`src/rtl/ipm_pkg.sv`:
```
// Shared constants, codes and control structs of the integer polynomial multiplier.
`timescale 1ns / 1ps

package ipm_pkg;

  // Store geometry and field widths.
  localparam int MAX_COEFS  = 512;
  localparam int COEF_BITS  = 16;
  localparam int ADDR_BITS  = $clog2(MAX_COEFS);
  localparam int IDX_BITS   = 10;
  localparam int CNT_BITS   = 10;
  localparam int MUL_BITS   = 2 * COEF_BITS;
  localparam int PROD_BITS  = 41;

  // Reset value of the coefficient count register.
  localparam logic [CNT_BITS-1:0] COUNT_RESET = CNT_BITS'(512);

  // Request operation codes.
  localparam logic OP_LOAD = 1'b0;
  localparam logic OP_READ = 1'b1;

  // Result status codes.
  localparam logic STATUS_OK    = 1'b0;
  localparam logic STATUS_RANGE = 1'b1;

  // Commands from the controller to the datapath.
  typedef struct packed {
    logic accept;    // request taken this cycle
    logic setup;     // compute the summation range of a read
    logic issue;     // launch one multiply-accumulate term
    logic load_out;  // move the finished result into the output register
  } dp_cmd_t;

  // Status from the datapath to the controller.
  typedef struct packed {
    logic range_err;  // read index outside the product
    logic last;       // the term being issued is the final one
    logic pipe_busy;  // terms still in flight in the multiply pipeline
  } dp_stat_t;

endpackage

```
`src/rtl/ipm_ctrl.sv`:
```
// Controller state machine that sequences loads and product reads.
`timescale 1ns / 1ps

module ipm_ctrl
  import ipm_pkg::*;
(
  input  logic     clk,
  input  logic     rst_n,
  input  logic     in_valid,
  input  logic     in_op,
  output logic     in_stall,
  output logic     out_valid,
  input  logic     out_stall,
  output dp_cmd_t  cmd,
  input  dp_stat_t stat
);

  typedef enum logic [4:0] {
    S_IDLE   = 5'b00001,
    S_SETUP  = 5'b00010,
    S_RUN    = 5'b00100,
    S_DRAIN  = 5'b01000,
    S_FINISH = 5'b10000
  } state_t;

  state_t state_r, state_nxt;
  logic   out_valid_r, out_valid_nxt;
  logic   slot_free;

  // The output register can take a new result when empty or being drained.
  assign slot_free = !out_valid_r || !out_stall;
  assign in_stall  = (state_r != S_IDLE);
  assign out_valid = out_valid_r;

  // Next state and command decode.
  always_comb begin
    state_nxt = state_r;
    cmd       = '0;
    case (state_r)
      S_IDLE: begin
        if (in_valid) begin
          cmd.accept = 1'b1;
          state_nxt  = (in_op == OP_READ) ? S_SETUP : S_FINISH;
        end
      end
      S_SETUP: begin
        cmd.setup = 1'b1;
        state_nxt = stat.range_err ? S_FINISH : S_RUN;
      end
      S_RUN: begin
        cmd.issue = 1'b1;
        if (stat.last) begin
          state_nxt = S_DRAIN;
        end
      end
      S_DRAIN: begin
        if (!stat.pipe_busy) begin
          state_nxt = S_FINISH;
        end
      end
      S_FINISH: begin
        if (slot_free) begin
          cmd.load_out = 1'b1;
          state_nxt    = S_IDLE;
        end
      end
      default: begin
        state_nxt = S_IDLE;
      end
    endcase
  end

  // Output valid flag follows loads and downstream takes.
  always_comb begin
    out_valid_nxt = out_valid_r;
    if (cmd.load_out) begin
      out_valid_nxt = 1'b1;
    end else if (!out_stall) begin
      out_valid_nxt = 1'b0;
    end
  end

  always_ff @(posedge clk) begin
    if (!rst_n) begin
      state_r     <= S_IDLE;
      out_valid_r <= 1'b0;
    end else begin
      state_r     <= state_nxt;
      out_valid_r <= out_valid_nxt;
    end
  end

endmodule

```
`config.mk`:
```
export PLATFORM = sky130hd
export DESIGN_NAME = ipm_ctrl
export DESIGN_NICKNAME = d
export VERILOG_FILES = /design/src/rtl/ipm_pkg.sv /design/src/rtl/ipm_ctrl.sv
export SDC_FILE = /design/constraint.sdc
export NUM_CORES = 1
export LEC_CHECK = 0
export ABC_AREA = 0
export BUFFER_PORTS_ARGS = -buffer_cell sky130_fd_sc_hd__buf_2
export CAP_MARGIN = 20
export CELL_PAD_IN_SITES_DETAIL_PLACEMENT = 1
export CELL_PAD_IN_SITES_GLOBAL_PLACEMENT = 2
export CORE_MARGIN = 2
export CORE_UTILIZATION = 26
export DETAILED_ROUTE_END_ITERATION = 8
export GPL_ROUTABILITY_DRIVEN = 0
export PLACE_DENSITY_LB_ADDON = 0.1
export SYNTH_ARGS = -nofsm -noshare
export SYNTH_HDL_FRONTEND = slang
export SYNTH_SLANG_ARGS = --single-unit
```
`constraint.sdc`:
```
create_clock -name clk -period 1.8 [get_ports clk]
set_clock_uncertainty 0.05 [all_clocks]
set_input_delay 0 -clock clk [delete_from_list [all_inputs] [get_ports clk]]
set_output_delay 0 -clock clk [all_outputs]
set_load 0.1 [all_outputs]
```
==> impl_metrics.yaml <==
status:
  status: "completed"
cts:
  h-tree-depth: 1
  clock_latency_ns: 0.24
  clockBufferDepth: 2
  clock_sinks: 6
  cts_tree: "done"
  clkTransAtPathRegs_ns: 0.04
  post_cts_buffers: 0
  hold_buffers: 4
  numCtsBuffers: 3
  clockRootBuffer: "clkbuf_4"
  cts_resized: 0
global_route:
  grt_max_degree: 9
  track_usage: 0.136
  grt_pass1_vias: 443
  antenna_found_initial: 0
  overflow: 0
  grt_pass1_wl_um: 1950
drt:
  wl_per_cell_um: 13.5
  drt-initial-drc-count: 4
  drtPass1Iterations: 4
  antenna_left: 0
  via_count: 434
  remaining_drc_errors: 0
  routed_wirelength_um: 1140
  viasPerCell: 5.17
yosys:
  syn-num-nets: 56
  syn_area_per_cell_um2: 8.65
  synth_area_leaders: "dfxtp_1, buf_6, nor2_1"
  synth_warnings: 0
  synth_compound_area_frac: 0.145
  synthXorXnorAreaFrac: 0.0211
  synth_top_family_by_area: "simple AND/OR/NAND/NOR gates"
  ys_ff_latch: 6
  synth_simple_gate_area_frac: 0.440
  ys_seq_area_frac: 0.289
  synth_adder_area_share: 0
  yosys.area.top_type: "dfxtp_1"
  netlist_instances: 48
  yosys.cell_types.count: 27
  synth_area_um2: 415
  muxShareOfSynthArea: 0.0241
  synth.top_cell.area_share: 0.289
timing:
  fmax_mhz: 591
  finalCritPeriodShare: 0.940
  slew_viol_final: 0
  slew_headroom: 0.678
  hold_viol_final: 0
  setup_viol: 0
  tightest_slew_ns: 0.486
  rsz0062_at_grt: "no"
  min_period_ns: 1.69
critical_path:
  reg2regPathDepth: 5
  cpMaxStageDelayCell: "dfxtp_1"
  arrival_ns: 1.81
  end_kind: "flip-flop"
  r2r-start: "state_r[0]$_SDFFE_PN1P_"
  r2r_end: "state_r[1]$_SDFFE_PN0P_"
  cp.required_ns: 1.92
  critPathKind: "reg -> reg"
  slowest_delay_ns: 0.50
  worstPathMaxFanout: 8
  start_kind: "flip-flop"
  ff2ff_setup_slack_ns: 0.11
  cp_cell_sequence: "nor2_1, nor4b_1, buf_4, or4_4, nor3_2"
floorplanning:
  start_util: 0.276
  boundaryPins: 14
  fp.dieH_um: 44.0
  fp-row-count: 14
  fp.dieW_um: 44.0
  dieArea_mm2: 0.00193
  fp.coreArea_mm2: 0.00151
pwr:
  p_int_uw: 322
  p_clk_frac: 0.209
  sequentialPowerShare: 0.289
  vdd.ir_drop.worst_uv: 458
  power.density_mw_per_mm2: 898
  comb_power_share: 0.502
  power_switching_uw: 258
  netSwitchingFraction: 0.445
  leakagePower_uw: 0.000273
worst_hold_path:
  min_delay_path_depth: 3
  hold-path-endpoint: "state_r[2]$_SDFFE_PN0P_"
  hp-start: "stat[2]"
  hold_class: "in -> reg"
final_layout:
  n_antenna_cell: 0
  stdcell_area_um2: 646
  layout_common_cells: "buf_2, dfxtp_1"
  drive_gt1_frac: 0.441
  final_nets: 78
  stdcell_count: 84
  final_common_cell: "buf_2"
  area_delta_synth_final_pct: 55.4
placed_design:
  dp_hpwl_um: 885
  port_buffers: 13
  placed_cell_area_um2: 583
  dp_cells: 77
run:
  drv_cap: 0
==> how the worst max path moves through the flow <==
stage	start	to	slack, ns	cells past startpoint
2_1_floorplan	state_r[0]$_SDFFE_PN1P_	state_r[3]$_SDFFE_PN0P_	-0.02	5
5_1_grt	state_r[0]$_SDFFE_PN1P_	state_r[1]$_SDFFE_PN0P_	0.005	5
3_3_place_gp	state_r[0]$_SDFFE_PN1P_	state_r[3]$_SDFFE_PN0P_	0.14	5
3_5_place_dp	state_r[0]$_SDFFE_PN1P_	state_r[1]$_SDFFE_PN0P_	0.11	5
6_report	state_r[0]$_SDFFE_PN1P_	state_r[1]$_SDFFE_PN0P_	0.11	5
4_1_cts	state_r[0]$_SDFFE_PN1P_	state_r[1]$_SDFFE_PN0P_	0.09	5
==> cell type report <==
cell class | count | area (um^2)
clock buffer | 3 | 22.5
timing repair buffer | 20 | 188
fill | 181 | 861
sequential | 6 | 121
multi-input combinational | 38 | 290
inverter | 1 | 3.75
tap | 16 | 20.0
==> registers in the layout, summed over array words and instances (netlist names) <==
name / count
out_valid: 1
state_r: 5
==> through the flow <==
step / worst slack, ns / util / TNS (ns) / hold slack, ns / power (uW)
after floorplan: -0.0225 / - / -0.0225 / 0.0160 / 396
after global placement: 0.142 / 0.387 / 0 / 0.189 / 454
after detailed placement: 0.112 / 0.387 / 0 / 0.193 / 453
after CTS: 0.0939 / 0.429 / 0 / 0.0484 / 588
after global routing: 0.00498 / 0.429 / 0 / 0.0516 / 613
final: 0.108 / 0.429 / 0 / 0.0601 / 580
==> synthesized netlist by cell type <==
cell,number
nor4_1,1
or4b_4,1
mux2i_1,1
nand3b_1,1
or4_4,1
nor3_2,1
o21a_1,1
nor3_4,1
nand2_1,4
a21oi_1,3
and3_1,3
nor2b_1,3
inv_1,1
o221ai_2,1
nor3_1,1
dfxtp_1,6
or2b_1,1
xor2_1,1
buf_4,1
a21boi_0,1
a31oi_1,1
a22o_1,1
and4_4,1
nor2_1,6
nand3_1,2
nor4b_1,1
buf_6,2
==> cell families (layout without fill, tap and decap cells) <==
group           Yosys count  in the layout
compound gates            8              8
xor+xnor                  1              1
buf+inv                   4             24
flops                     6              6
mux                       1              1
simple gates             28             28
==> routing by layer <==
layer  share of wire  vias to the layer above  wire length, um  track usage
met3           0.047                        0               53       0.0167
met2            0.47                       10              530        0.212
met4               0                        0                0       0.0727
li1                -                      214                -            -
met5               0                        -                0            0
met1            0.49                      210              552        0.180
==> power groups by stage <==
stage / Combinational [uW] / Clock [uW] / Sequential (uW)
detailed placement: 283 / 0 / 170
floorplan: 236 / 0 / 160
global placement: 284 / 0 / 170
finish: 291 / 121 / 168
global route: 307 / 135 / 170
CTS: 291 / 129 / 168
==> critical path: cells and delay by family, from the launching register on <==
family	cells	cell delay, ns
flops	1	0.50
simple gates	4	0.92
buf+inv	1	0.14
Power figures use the tool's default switching activity.
